### src/rtl/pwrwe_pkg.sv
// pwrwe_pkg: shared types and constants of the pulse-width register write encoder
// word layouts, configuration set, segment kinds and register indexes
// no dependencies
package pwrwe_pkg;

  localparam int unsigned FrameBits = 24;
  localparam int unsigned SegBits   = 6;

  // segment kinds as carried in segment_kind
  localparam logic [2:0] KIND_PRE   = 3'd0;
  localparam logic [2:0] KIND_START = 3'd1;
  localparam logic [2:0] KIND_SPACE = 3'd2;
  localparam logic [2:0] KIND_BIT   = 3'd3;
  localparam logic [2:0] KIND_STOP  = 3'd4;
  localparam logic [2:0] KIND_POST  = 3'd5;

  // segment positions within one frame
  localparam logic [SegBits-1:0] SEG_PRE       = 6'd0;
  localparam logic [SegBits-1:0] SEG_START     = 6'd1;
  localparam logic [SegBits-1:0] SEG_LEAD_GAP  = 6'd2;
  localparam logic [SegBits-1:0] SEG_FIRST_BIT = 6'd3;
  localparam logic [SegBits-1:0] SEG_STOP      = 6'd51;
  localparam logic [SegBits-1:0] SEG_LAST      = 6'd52;

  // configuration register indexes
  localparam logic [2:0] REG_DEVICE_ADDRESS = 3'd0;
  localparam logic [2:0] REG_ZERO_PULSE     = 3'd1;
  localparam logic [2:0] REG_ONE_PULSE      = 3'd2;
  localparam logic [2:0] REG_SPACE          = 3'd3;
  localparam logic [2:0] REG_START          = 3'd4;
  localparam logic [2:0] REG_STOP           = 3'd5;
  localparam logic [2:0] REG_PRE            = 3'd6;
  localparam logic [2:0] REG_POST           = 3'd7;

  // reset values of the configuration registers
  localparam logic [6:0] RST_DEVICE_ADDRESS = 7'd83;
  localparam logic [7:0] RST_ZERO_PULSE     = 8'd10;
  localparam logic [7:0] RST_ONE_PULSE      = 8'd30;
  localparam logic [7:0] RST_SPACE          = 8'd10;
  localparam logic [7:0] RST_START          = 8'd10;
  localparam logic [7:0] RST_STOP           = 8'd130;
  localparam logic [7:0] RST_PRE            = 8'd60;
  localparam logic [7:0] RST_POST           = 8'd60;

  typedef struct packed {
    logic [7:0] target_register;
    logic [7:0] write_value;
  } in_word_t;

  typedef struct packed {
    logic       select_level;
    logic [7:0] segment_cycles;
    logic [2:0] segment_kind;
    logic       last_segment;
  } out_word_t;

  typedef struct packed {
    logic [6:0] device_address;
    logic [7:0] zero_pulse_cycles;
    logic [7:0] one_pulse_cycles;
    logic [7:0] space_cycles;
    logic [7:0] start_cycles;
    logic [7:0] stop_cycles;
    logic [7:0] pre_cycles;
    logic [7:0] post_cycles;
  } cfg_t;

  // queue status seen by the front and back
  typedef struct packed {
    logic full;
    logic empty;
  } q_status_t;

endpackage

### src/rtl/pwrwe_front.sv
// pwrwe_front: accepts write requests and frames address, register and data
// into one 24-bit word held until the queue takes it
// depends on pwrwe_pkg
module pwrwe_front (
  input  logic                                clk,
  input  logic                                rst_n,
  input  logic                                in_valid,
  output logic                                in_stall,
  input  pwrwe_pkg::in_word_t                 in_word,
  input  logic [6:0]                          device_address,
  input  pwrwe_pkg::q_status_t                q_status,
  output logic                                push,
  output logic [pwrwe_pkg::FrameBits-1:0]     push_frame
);

  logic                              frame_valid_r;
  logic                              frame_valid_nxt;
  logic [pwrwe_pkg::FrameBits-1:0]   frame_r;
  logic                              take;

  assign in_stall   = frame_valid_r && q_status.full;
  assign take       = in_valid && !in_stall;
  assign push       = frame_valid_r && !q_status.full;
  assign push_frame = frame_r;

  always_comb begin
    frame_valid_nxt = frame_valid_r;
    if (push) begin
      frame_valid_nxt = 1'b0;
    end
    if (take) begin
      frame_valid_nxt = 1'b1;
    end
  end

  always_ff @(posedge clk) begin
    if (!rst_n) begin
      frame_valid_r <= 1'b0;
    end else begin
      frame_valid_r <= frame_valid_nxt;
    end
  end

  // address with write bit zero, then register, then data
  always_ff @(posedge clk) begin
    if (take) begin
      frame_r <= {device_address, 1'b0, in_word.target_register, in_word.write_value};
    end
  end

endmodule

### src/rtl/pwrwe_queue.sv
// pwrwe_queue: small first-in first-out queue of framed words between front and back
// depends on pwrwe_pkg
module pwrwe_queue #(
  parameter int unsigned Depth = 2
) (
  input  logic                                clk,
  input  logic                                rst_n,
  input  logic                                push,
  input  logic [pwrwe_pkg::FrameBits-1:0]     push_frame,
  input  logic                                pop,
  output logic [pwrwe_pkg::FrameBits-1:0]     pop_frame,
  output pwrwe_pkg::q_status_t                q_status
);

  localparam int unsigned PtrBits = $clog2(Depth);
  localparam int unsigned CntBits = $clog2(Depth + 1);
  localparam logic [PtrBits-1:0] PtrMax = PtrBits'(Depth - 1);
  localparam logic [CntBits-1:0] CntFull = CntBits'(Depth);

  logic [pwrwe_pkg::FrameBits-1:0] entries_r [Depth];
  logic [PtrBits-1:0]              wr_ptr_r, wr_ptr_nxt;
  logic [PtrBits-1:0]              rd_ptr_r, rd_ptr_nxt;
  logic [CntBits-1:0]              count_r, count_nxt;
  logic                            do_push, do_pop;

  assign q_status.full  = (count_r == CntFull);
  assign q_status.empty = (count_r == '0);
  assign do_push        = push && !q_status.full;
  assign do_pop         = pop && !q_status.empty;
  assign pop_frame      = entries_r[rd_ptr_r];

  always_comb begin
    wr_ptr_nxt = wr_ptr_r;
    rd_ptr_nxt = rd_ptr_r;
    count_nxt  = count_r;
    if (do_push) begin
      wr_ptr_nxt = (wr_ptr_r == PtrMax) ? '0 : wr_ptr_r + 1'b1;
    end
    if (do_pop) begin
      rd_ptr_nxt = (rd_ptr_r == PtrMax) ? '0 : rd_ptr_r + 1'b1;
    end
    if (do_push && !do_pop) begin
      count_nxt = count_r + 1'b1;
    end else if (do_pop && !do_push) begin
      count_nxt = count_r - 1'b1;
    end
  end

  always_ff @(posedge clk) begin
    if (!rst_n) begin
      wr_ptr_r <= '0;
      rd_ptr_r <= '0;
      count_r  <= '0;
    end else begin
      wr_ptr_r <= wr_ptr_nxt;
      rd_ptr_r <= rd_ptr_nxt;
      count_r  <= count_nxt;
    end
  end

  always_ff @(posedge clk) begin
    if (do_push) begin
      entries_r[wr_ptr_r] <= push_frame;
    end
  end

endmodule

### src/rtl/pwrwe_back.sv
// pwrwe_back: segment sequencer, walks 53 segments per framed word into the output register
// depends on pwrwe_pkg
module pwrwe_back (
  input  logic                                clk,
  input  logic                                rst_n,
  input  pwrwe_pkg::cfg_t                     cfg,
  input  pwrwe_pkg::q_status_t                q_status,
  input  logic [pwrwe_pkg::FrameBits-1:0]     pop_frame,
  output logic                                pop,
  output logic                                out_valid,
  input  logic                                out_stall,
  output pwrwe_pkg::out_word_t                out_word
);

  logic                                busy_r, busy_nxt;
  logic [pwrwe_pkg::SegBits-1:0]       seg_r, seg_nxt;
  logic [pwrwe_pkg::FrameBits-1:0]     frame_r, frame_nxt;
  logic                                out_valid_r, out_valid_nxt;
  pwrwe_pkg::out_word_t                out_word_r;
  pwrwe_pkg::out_word_t                seg_word;
  logic                                advance, finishing, is_bit;

  assign advance   = !out_valid_r || !out_stall;
  assign finishing = busy_r && (seg_r == pwrwe_pkg::SEG_LAST);
  assign pop       = advance && !q_status.empty && (!busy_r || finishing);
  // bit pulses sit at the odd positions between the lead gap and the stop
  assign is_bit    = (seg_r >= pwrwe_pkg::SEG_FIRST_BIT) && (seg_r < pwrwe_pkg::SEG_STOP)
                     && seg_r[0];

  always_comb begin
    seg_word = '0;
    case (seg_r)
      pwrwe_pkg::SEG_PRE: begin
        seg_word.segment_cycles = cfg.pre_cycles;
        seg_word.segment_kind   = pwrwe_pkg::KIND_PRE;
      end
      pwrwe_pkg::SEG_START: begin
        seg_word.select_level   = 1'b1;
        seg_word.segment_cycles = cfg.start_cycles;
        seg_word.segment_kind   = pwrwe_pkg::KIND_START;
      end
      pwrwe_pkg::SEG_STOP: begin
        seg_word.select_level   = 1'b1;
        seg_word.segment_cycles = cfg.stop_cycles;
        seg_word.segment_kind   = pwrwe_pkg::KIND_STOP;
      end
      pwrwe_pkg::SEG_LAST: begin
        seg_word.segment_cycles = cfg.post_cycles;
        seg_word.segment_kind   = pwrwe_pkg::KIND_POST;
        seg_word.last_segment   = 1'b1;
      end
      default: begin
        if (is_bit) begin
          seg_word.select_level   = 1'b1;
          seg_word.segment_cycles = frame_r[pwrwe_pkg::FrameBits-1] ? cfg.one_pulse_cycles
                                                                   : cfg.zero_pulse_cycles;
          seg_word.segment_kind   = pwrwe_pkg::KIND_BIT;
        end else begin
          seg_word.segment_cycles = cfg.space_cycles;
          seg_word.segment_kind   = pwrwe_pkg::KIND_SPACE;
        end
      end
    endcase
  end

  always_comb begin
    busy_nxt      = busy_r;
    seg_nxt       = seg_r;
    frame_nxt     = frame_r;
    out_valid_nxt = out_valid_r;
    if (advance) begin
      out_valid_nxt = busy_r;
      if (busy_r) begin
        seg_nxt = seg_r + 1'b1;
        if (is_bit) begin
          frame_nxt = frame_r << 1;
        end
      end
      if (finishing) begin
        busy_nxt = 1'b0;
        seg_nxt  = '0;
      end
      if (pop) begin
        busy_nxt  = 1'b1;
        seg_nxt   = '0;
        frame_nxt = pop_frame;
      end
    end
  end

  always_ff @(posedge clk) begin
    if (!rst_n) begin
      busy_r      <= 1'b0;
      seg_r       <= '0;
      out_valid_r <= 1'b0;
    end else begin
      busy_r      <= busy_nxt;
      seg_r       <= seg_nxt;
      out_valid_r <= out_valid_nxt;
    end
  end

  always_ff @(posedge clk) begin
    frame_r <= frame_nxt;
    if (advance && busy_r) begin
      out_word_r <= seg_word;
    end
  end

  assign out_valid = out_valid_r;
  assign out_word  = out_word_r;

endmodule

### src/rtl/pulse_width_register_write_encoder_unit.sv
// throughput: 53 segment words per request, one per cycle while not stalled, paced by the
//   back sequencer's segment counter; back-to-back requests follow with no gap once queued
// reset (rst_n low, synchronous): config registers to defaults, queue emptied, no output word
// top level: config registers, front framer, queue, back sequencer; depends on pwrwe_pkg
module pulse_width_register_write_encoder_unit #(
  parameter int unsigned QueueDepth = 2
) (
  input  logic                  clk,
  input  logic                  rst_n,
  // request channel
  input  logic                  in_valid,
  output logic                  in_stall,
  input  pwrwe_pkg::in_word_t   in_word,
  // segment channel
  output logic                  out_valid,
  input  logic                  out_stall,
  output pwrwe_pkg::out_word_t  out_word,
  // configuration write port
  input  logic                  cfg_we,
  input  logic [2:0]            cfg_index,
  input  logic [7:0]            cfg_wdata
);

  pwrwe_pkg::cfg_t                  cfg_r, cfg_nxt;
  pwrwe_pkg::q_status_t             q_status;
  logic                             push, pop;
  logic [pwrwe_pkg::FrameBits-1:0]  push_frame, pop_frame;

  // register write decode, only low bits kept for the address register
  always_comb begin
    cfg_nxt = cfg_r;
    if (cfg_we) begin
      case (cfg_index)
        pwrwe_pkg::REG_DEVICE_ADDRESS: cfg_nxt.device_address    = cfg_wdata[6:0];
        pwrwe_pkg::REG_ZERO_PULSE:     cfg_nxt.zero_pulse_cycles = cfg_wdata;
        pwrwe_pkg::REG_ONE_PULSE:      cfg_nxt.one_pulse_cycles  = cfg_wdata;
        pwrwe_pkg::REG_SPACE:          cfg_nxt.space_cycles      = cfg_wdata;
        pwrwe_pkg::REG_START:          cfg_nxt.start_cycles      = cfg_wdata;
        pwrwe_pkg::REG_STOP:           cfg_nxt.stop_cycles       = cfg_wdata;
        pwrwe_pkg::REG_PRE:            cfg_nxt.pre_cycles        = cfg_wdata;
        pwrwe_pkg::REG_POST:           cfg_nxt.post_cycles       = cfg_wdata;
        default: cfg_nxt = cfg_r;
      endcase
    end
  end

  always_ff @(posedge clk) begin
    if (!rst_n) begin
      cfg_r.device_address    <= pwrwe_pkg::RST_DEVICE_ADDRESS;
      cfg_r.zero_pulse_cycles <= pwrwe_pkg::RST_ZERO_PULSE;
      cfg_r.one_pulse_cycles  <= pwrwe_pkg::RST_ONE_PULSE;
      cfg_r.space_cycles      <= pwrwe_pkg::RST_SPACE;
      cfg_r.start_cycles      <= pwrwe_pkg::RST_START;
      cfg_r.stop_cycles       <= pwrwe_pkg::RST_STOP;
      cfg_r.pre_cycles        <= pwrwe_pkg::RST_PRE;
      cfg_r.post_cycles       <= pwrwe_pkg::RST_POST;
    end else begin
      cfg_r <= cfg_nxt;
    end
  end

  // front: takes a request word and frames it, holds it while the queue is full
  pwrwe_front u_front (
    .clk            (clk),
    .rst_n          (rst_n),
    .in_valid       (in_valid),
    .in_stall       (in_stall),
    .in_word        (in_word),
    .device_address (cfg_r.device_address),
    .q_status       (q_status),
    .push           (push),
    .push_frame     (push_frame)
  );

  // queue decouples framing from segment output
  pwrwe_queue #(
    .Depth (QueueDepth)
  ) u_queue (
    .clk        (clk),
    .rst_n      (rst_n),
    .push       (push),
    .push_frame (push_frame),
    .pop        (pop),
    .pop_frame  (pop_frame),
    .q_status   (q_status)
  );

  // back: one segment word per cycle into the output register while not stalled, next frame
  // loaded in the same cycle as the post-clock segment
  pwrwe_back u_back (
    .clk       (clk),
    .rst_n     (rst_n),
    .cfg       (cfg_r),
    .q_status  (q_status),
    .pop_frame (pop_frame),
    .pop       (pop),
    .out_valid (out_valid),
    .out_stall (out_stall),
    .out_word  (out_word)
  );

endmodule

### config.mk
export PLATFORM = sky130hd
export DESIGN_NAME = pulse_width_register_write_encoder_unit
export DESIGN_NICKNAME = d
export VERILOG_FILES = /design/src/rtl/pwrwe_pkg.sv /design/src/rtl/pwrwe_front.sv /design/src/rtl/pwrwe_queue.sv /design/src/rtl/pwrwe_back.sv /design/src/rtl/pulse_width_register_write_encoder_unit.sv
export SDC_FILE = /design/constraint.sdc
export NUM_CORES = 1
export LEC_CHECK = 0
export BUFFER_PORTS_ARGS = -buffer_cell sky130_fd_sc_hd__buf_2
export CAP_MARGIN = 20
export CORE_UTILIZATION = 35
export DETAILED_ROUTE_END_ITERATION = 6
export GPL_TIMING_DRIVEN = 0
export HOLD_SLACK_MARGIN = 0.08
export PLACE_DENSITY = 0.48
export REMOVE_ABC_BUFFERS = 1
export SLEW_MARGIN = 10
export SYNTH_ARGS = -nofsm -noshare
export SYNTH_HDL_FRONTEND = slang
export SYNTH_SLANG_ARGS = --single-unit
### constraint.sdc
create_clock -name clk -period 5.6 [get_ports clk]
set_input_delay 0 -clock clk [delete_from_list [all_inputs] [get_ports clk]]
set_output_delay 0 -clock clk [all_outputs]
set_load 0.02 [all_outputs]
## After elaboration in Yosys (flattened, before gate mapping)

Memories as Yosys holds them, arrays and structs flattened. A register that Yosys moved wholly into a read port is not among the register bits.
Cells that the tools add are included.

| word-level totals | value |
|---|---|
| register bits | 136 |
| bits in writable memories | 46 |
| input port bits | 32 |
| output and inout port bits | 15 |
| word-level logic and storage cells | 109 |
| memories | 1 |

| cells by class | value |
|---|---|
| $add $sub $neg | 5 |
| order comparisons | 2 |
| eq/ne operators | 11 |
| muxes and demuxes | 24 |
| reduce and logical (&&, ||, !) cells | 45 |

Memory list:

| memory | depth | width | read ports | clocked after memory_dff | wr ports | RTL line | RTL |
|---|---|---|---|---|---|---|---|
| u_queue.entries_r | 2 | 23 | 1 | 1 | 1 | pwrwe_queue.sv:20 | `logic [pwrwe_pkg::FrameBits-1:0] entries_r [Depth];` |

Operator list:

| cell | number |
|---|---|
| $mux W24 | 3 |
| $pmux W11 S4 | 1 |
| $reduce_and A2 Y1 | 10 |
| $mux W6 | 3 |
| $logic_and A1 B1 Y1 | 13 |
| $eq A3 B3 Y1 const B | 4 |
| $eq A6 B6 Y1 const B | 2 |
| $mux W1 | 12 |
| $mux W11 | 1 |
| $reduce_bool A2 Y1 | 5 |
| $logic_not A1 Y1 | 8 |
| $mux W8 | 1 |
| $add A6 B1 Y6 const B | 1 |
| $eq A3 B2 Y1 const B | 2 |
| $eq A6 B1 Y1 const B | 1 |
| $ge A6 B2 Y1 const B | 1 |
| $logic_not A6 Y1 | 1 |
| $lt A6 B6 Y1 const B | 1 |
| $mux W2 | 2 |
| $reduce_or A2 Y1 | 2 |
| $eq A3 B1 Y1 const B | 1 |
| $logic_not A3 Y1 | 1 |
| $reduce_and A3 Y1 | 1 |
| $reduce_bool A3 Y1 | 1 |
| other kinds (7) | 9 |

## Logic depth before layout (Yosys ltp)

| logic depth | value |
|---|---|
| depth in word-level cells | 8 |
| depth in mapped cells | 10 |

## Hierarchy

Synthesis repeated with hierarchy kept, for this count alone.

| second synthesis, totals | value |
|---|---|
| cell total of the unflattened synthesis | 545 |
| area, all modules | 7566.0 µm² |

Modules (own cells, without submodules):

| module | instances | cells an instance | area an instance (µm²) | seq. area each (µm²) |
|---|---|---|---|---|
| pulse_width_register_write_encoder_unit | 1 | 235 | 2467.4 | 1261.2 |
| pwrwe_back | 1 | 180 | 2386.0 | 1271.2 |
| pwrwe_queue | 1 | 100 | 1960.6 | 1541.5 |
| pwrwe_front | 1 | 30 | 752.0 | 710.7 |

## Worst setup path before layout

Ideal clock, no wire load.

| path | value |
|---|---|
| path kind | flip-flop to flip-flop |
| from | register u_back.seg_r[0] (netlist name) |
| to | register u_back.frame_r[0] (netlist name) (enable) |
| library setup time | 0.413 ns |
| arrival | 2.583 ns |
| data required time | 5.187 ns |
| slack | 2.604 ns |
| stages on the path, launching flop included | 6 |
| buffers on the path | 1 |
| cell sequence | dfxtp_1 > ha_1 > o311a_1 > a211o_1 > buf_2 > a21oi_1 |

| between the ends | value |
|---|---|
| longest elaborated chain between the ends | 6 |

Ends and longest elaborated chain:

| element | RTL line | RTL |
|---|---|---|
| start: declaration | pwrwe_back.sv:16 | `logic [pwrwe_pkg::SegBits-1:0] seg_r, seg_nxt;` |
| start signal: assignment | pwrwe_back.sv:98 | `seg_r <= seg_nxt;` |
| parallel branches: the longest is 5 deep, another holds $ge A6 B2 Y1 | n/a |  |
| $reduce_and A3 Y1 (no source line) * | n/a |  |
| end signal: assignment | pwrwe_back.sv:104 | `frame_r <= frame_nxt;` |
| end: declaration | pwrwe_back.sv:17 | `logic [pwrwe_pkg::FrameBits-1:0] frame_r, frame_nxt;` |

Mark *: on every way between the ends.
A chain may end at the register's enable or synchronous reset.

## Worst setup path after layout

| path | value |
|---|---|
| from | register u_back.seg_r[0] (netlist name) |
| to | register u_back.frame_r[22] (netlist name) (enable) |

The elaborated chain is that of the path after synthesis.

==> results.yml <==
floorplanning:
  rows: 52
  core-area_um2: 20230
  fp.dieW_um: 145.5
  die_height_um: 145.5
  initial_utilization: 0.3561
  ios: 47
  die-area_um2: 21170
global_route:
  grt_use_total: 0.1535
  grt_pass1_wl_um: 24800
  grt_pass1_vias: 4588
  grt_max_degree: 48
  overflow: 0
  antenna_found_initial: 0
place:
  place_congestion: 0.7449
  portBuffers: 46
  dp_hpwl_um: 9783
  placed_cell_area_um2: 7724
  place_ws_ps: 2946
sta:
  clock.fmax_ghz: 0.3816
  final-setup-viol-count: 0
  hold_viol: 0
  fin_setup_tns_ps: 0
  setup_ws_ps: 2980
  rsz0062_at_grt: "false"
  slew_headroom: 0.4596
  drv_slew: 0
  finClkSkew_ps: 10.92
  finalCritPeriodShare: 0.4679
  tightest_slew_ps: 808.8
  period_needed_ps: 2620
detailed_routing:
  postRouteAntennaNets: 0
  route.detailed.drc: 0
  viasPerCell: 4.884
  vias: 4650
  drt_iter0_drc: 270
  wirelength_um: 15600
  wl_per_cell_um: 16.38
  drtPass1Iterations: 5
critical_path:
  cp_cell_sequence: "ha_1 > o311a_1 > a211o_1 > a21oi_4"
  cp_data_arrival_time_ps: 2680
  reg2reg_slack_ps: 2980
  critPathLaunch: "u_back.seg_r[0]$_SDFFE_PN0P_"
  slowest_stage: "a21oi_4"
  r2r-start: "u_back.seg_r[0]$_SDFFE_PN0P_"
  path_buf_inv: 0
  worstSetupPathType: "flop to flop"
  crit_path_end_kind: "flop"
  slowest_delay_ps: 760
  critical_path_required_ps: 5660
  critical_path.top_delay_family: "compound AO/OA/AOI/OAI gates"
  start_kind: "flop"
  crit_fanout: 24
yosys:
  synth_edf_count: 106
  synth_top_family_by_area: "simple AND/OR/NAND/NOR gates"
  synth_compound_area_frac: 0.06789
  ys_seq_area_frac: 0.6557
  synth-simple-area-share: 0.1323
  yosysWarnings: 0
  synthArstFlopShare: 0
  synth_ff_type: "edfxtp_1"
  yosys.area_share.adder: 0.006946
  synthMuxAreaShare: 0.1031
  yosys_register_bits: 183
  syn_area_per_cell_um2: 12.05
  syn-instance-count: 598
  syn_area_um2: 7206
  synth.distinct_cells: 38
  synth_xor_xnor_area_share: 0.008508
finish:
  drive_gt1_frac: 0.2111
  register_area_um2: 4725
  num_antenna_cells: 0
  final_net_count: 705
  fillers: 1887
  area_delta_synth_final_pct: 19.66
  final_cell_area_um2: 8622
  multi_input_area_um2: 2323
run:
  cap_violations: 0
cts:
  ctsHtreeMaxLevel: 4
  cts.reportedPaths.clkPinSlew_ps: 70
  cts-buffers-inserted: 17
  cts_tree: "done"
  clkLatencyLatePin_ps: 430
  cts_resized: 0
  root_buffer: "clkbuf_16"
  cts_num_sinks: 183
  clockBufferDepth: 2
power:
  leakagePower_nw: 3.182
  peakVddDrop_v: 0.0002067
  finalPower_mw: 3.657
  p_per_area_nw_per_um2: 424.1
run_status:
  status: "finished, final reports clean"
worst_hold_path:
  min_path_type: "primary input to flop"
  worstHoldStart: "cfg_we"
[final timing paths]
path                            cells past startpoint                                to
worst max-delay path                                4      u_back.frame_r[22]$_DFFE_PP_
worst min-delay path                                5            cfg_r[24]$_SDFFE_PN0P_
worst max register to register                      4      u_back.frame_r[22]$_DFFE_PP_
worst min register to register                      0  u_front.push_frame[20]$_DFFE_PP_
[through the flow]
stage               utilization  hold WS, ps  instances
global placement         0.3766        177.0        883
floorplan                     -        71.83        567
detailed placement       0.3817        178.1        888
CTS                      0.4241        113.9        947
global route             0.4261        171.1        952
finish                   0.4261        123.7        952
[flip-flops by register name, indices dropped and copies added (netlist names), named ones only]
name                   cells
cfg_r                     63
u_queue.entries_r         46
u_back.frame_r            24
u_front.push_frame        23
u_back.out_word           13
u_back.seg_r               6
u_queue.count_r            2
u_back.busy_r              1
u_back.out_valid           1
u_front.frame_valid_r      1
u_queue.rd_ptr_r           1
u_queue.wr_ptr_r           1
[cell usage after synthesis, drive strengths merged (2+ instances only)]
cell    number  share of area
nand2      138          0.072
inv          7         0.0036
nand4        4         0.0035
mux2i        9          0.013
nor3         3         0.0021
nand3       30          0.021
buf         15          0.013
edfxtp     106           0.44
o21ai        6         0.0042
and2         7         0.0061
a22oi       16          0.017
clkbuf      16         0.0083
nor2b        4         0.0035
nand2b       4         0.0035
o211ai      10          0.010
a21oi       47          0.033
and3         2         0.0017
xor2         7         0.0085
nor2        21          0.011
or3          3         0.0026
dfxtp       77           0.21
ha           4         0.0069
mux2        53          0.091
[metal layers]
metal,wire length (um),up-vias,GRT usage
met3,638,16,0.03229
met4,227,0,0.05526
met5,0,-,0
met2,7791,99,0.2601
li1,-,2262,-
met1,6940,2273,0.1935
[power breakdown]
group / internal (mW) / switching (mW)
sequential: 1.65 / 0.0804
combinational: 0.350 / 0.387
clock: 0.631 / 0.560
total: 2.63 / 1.03
[cell usage in the layout (no fill, tap or decap), types with 2 or more instances in the layout]
master | Yosys | layout
and3_1 | 2 | 2
buf_8 | 0 | 2
buf_2 | 2 | 46
inv_8 | 0 | 3
or3_1 | 3 | 3
and2_1 | 7 | 7
nand3_1 | 30 | 30
o21ai_0 | 6 | 6
a22oi_1 | 16 | 16
inv_1 | 7 | 6
clkbuf_16 | 0 | 17
nor2b_1 | 4 | 3
dlygate4sd3_1 | 0 | 30
clkinvlp_4 | 0 | 4
a21oi_1 | 46 | 45
buf_12 | 1 | 2
mux2i_1 | 9 | 9
nand4_1 | 4 | 4
nand2_1 | 138 | 138
clkinv_4 | 0 | 3
clkbuf_2 | 0 | 2
nor2_1 | 21 | 20
nor3_1 | 3 | 3
o211ai_1 | 10 | 10
dfxtp_1 | 77 | 77
ha_1 | 4 | 4
edfxtp_1 | 106 | 106
inv_6 | 0 | 3
nand2b_1 | 4 | 4
mux2_4 | 15 | 15
mux2_2 | 38 | 38
xor2_1 | 7 | 7
[cells by family after synthesis]
kind of cell,Yosys count
mux,62
flops,183
simple gates,221
compound gates,82
xor+xnor,7
fa+ha+maj,4
buf+inv,39
[worst min-delay path, cell delays in order]
cell and delay, ps:
buf_2 130, nand2_1 140, nor3_1 120, nand2_1 80, a21oi_1 50
[cell type report]
| class | instances | share of cell area |
|---|---|---|
| Sequential cell | 183 | 0.5480 |
| Multi-Input combinational cell | 376 | 0.2695 |
| Timing Repair Buffer | 83 | 0.07169 |
| Clock buffer | 17 | 0.04934 |
| Tap cell | 270 | 0.03918 |
| Clock inverter | 15 | 0.01887 |
| Inverter | 8 | 0.003483 |
[timing repair]
item / 4_1_cts / 5_1_grt
hold endpoints to repair: 82 / 3
hold buffers: 27 / 3
buffers inserted: 0 / 0
(Power assumes the default switching activity.)
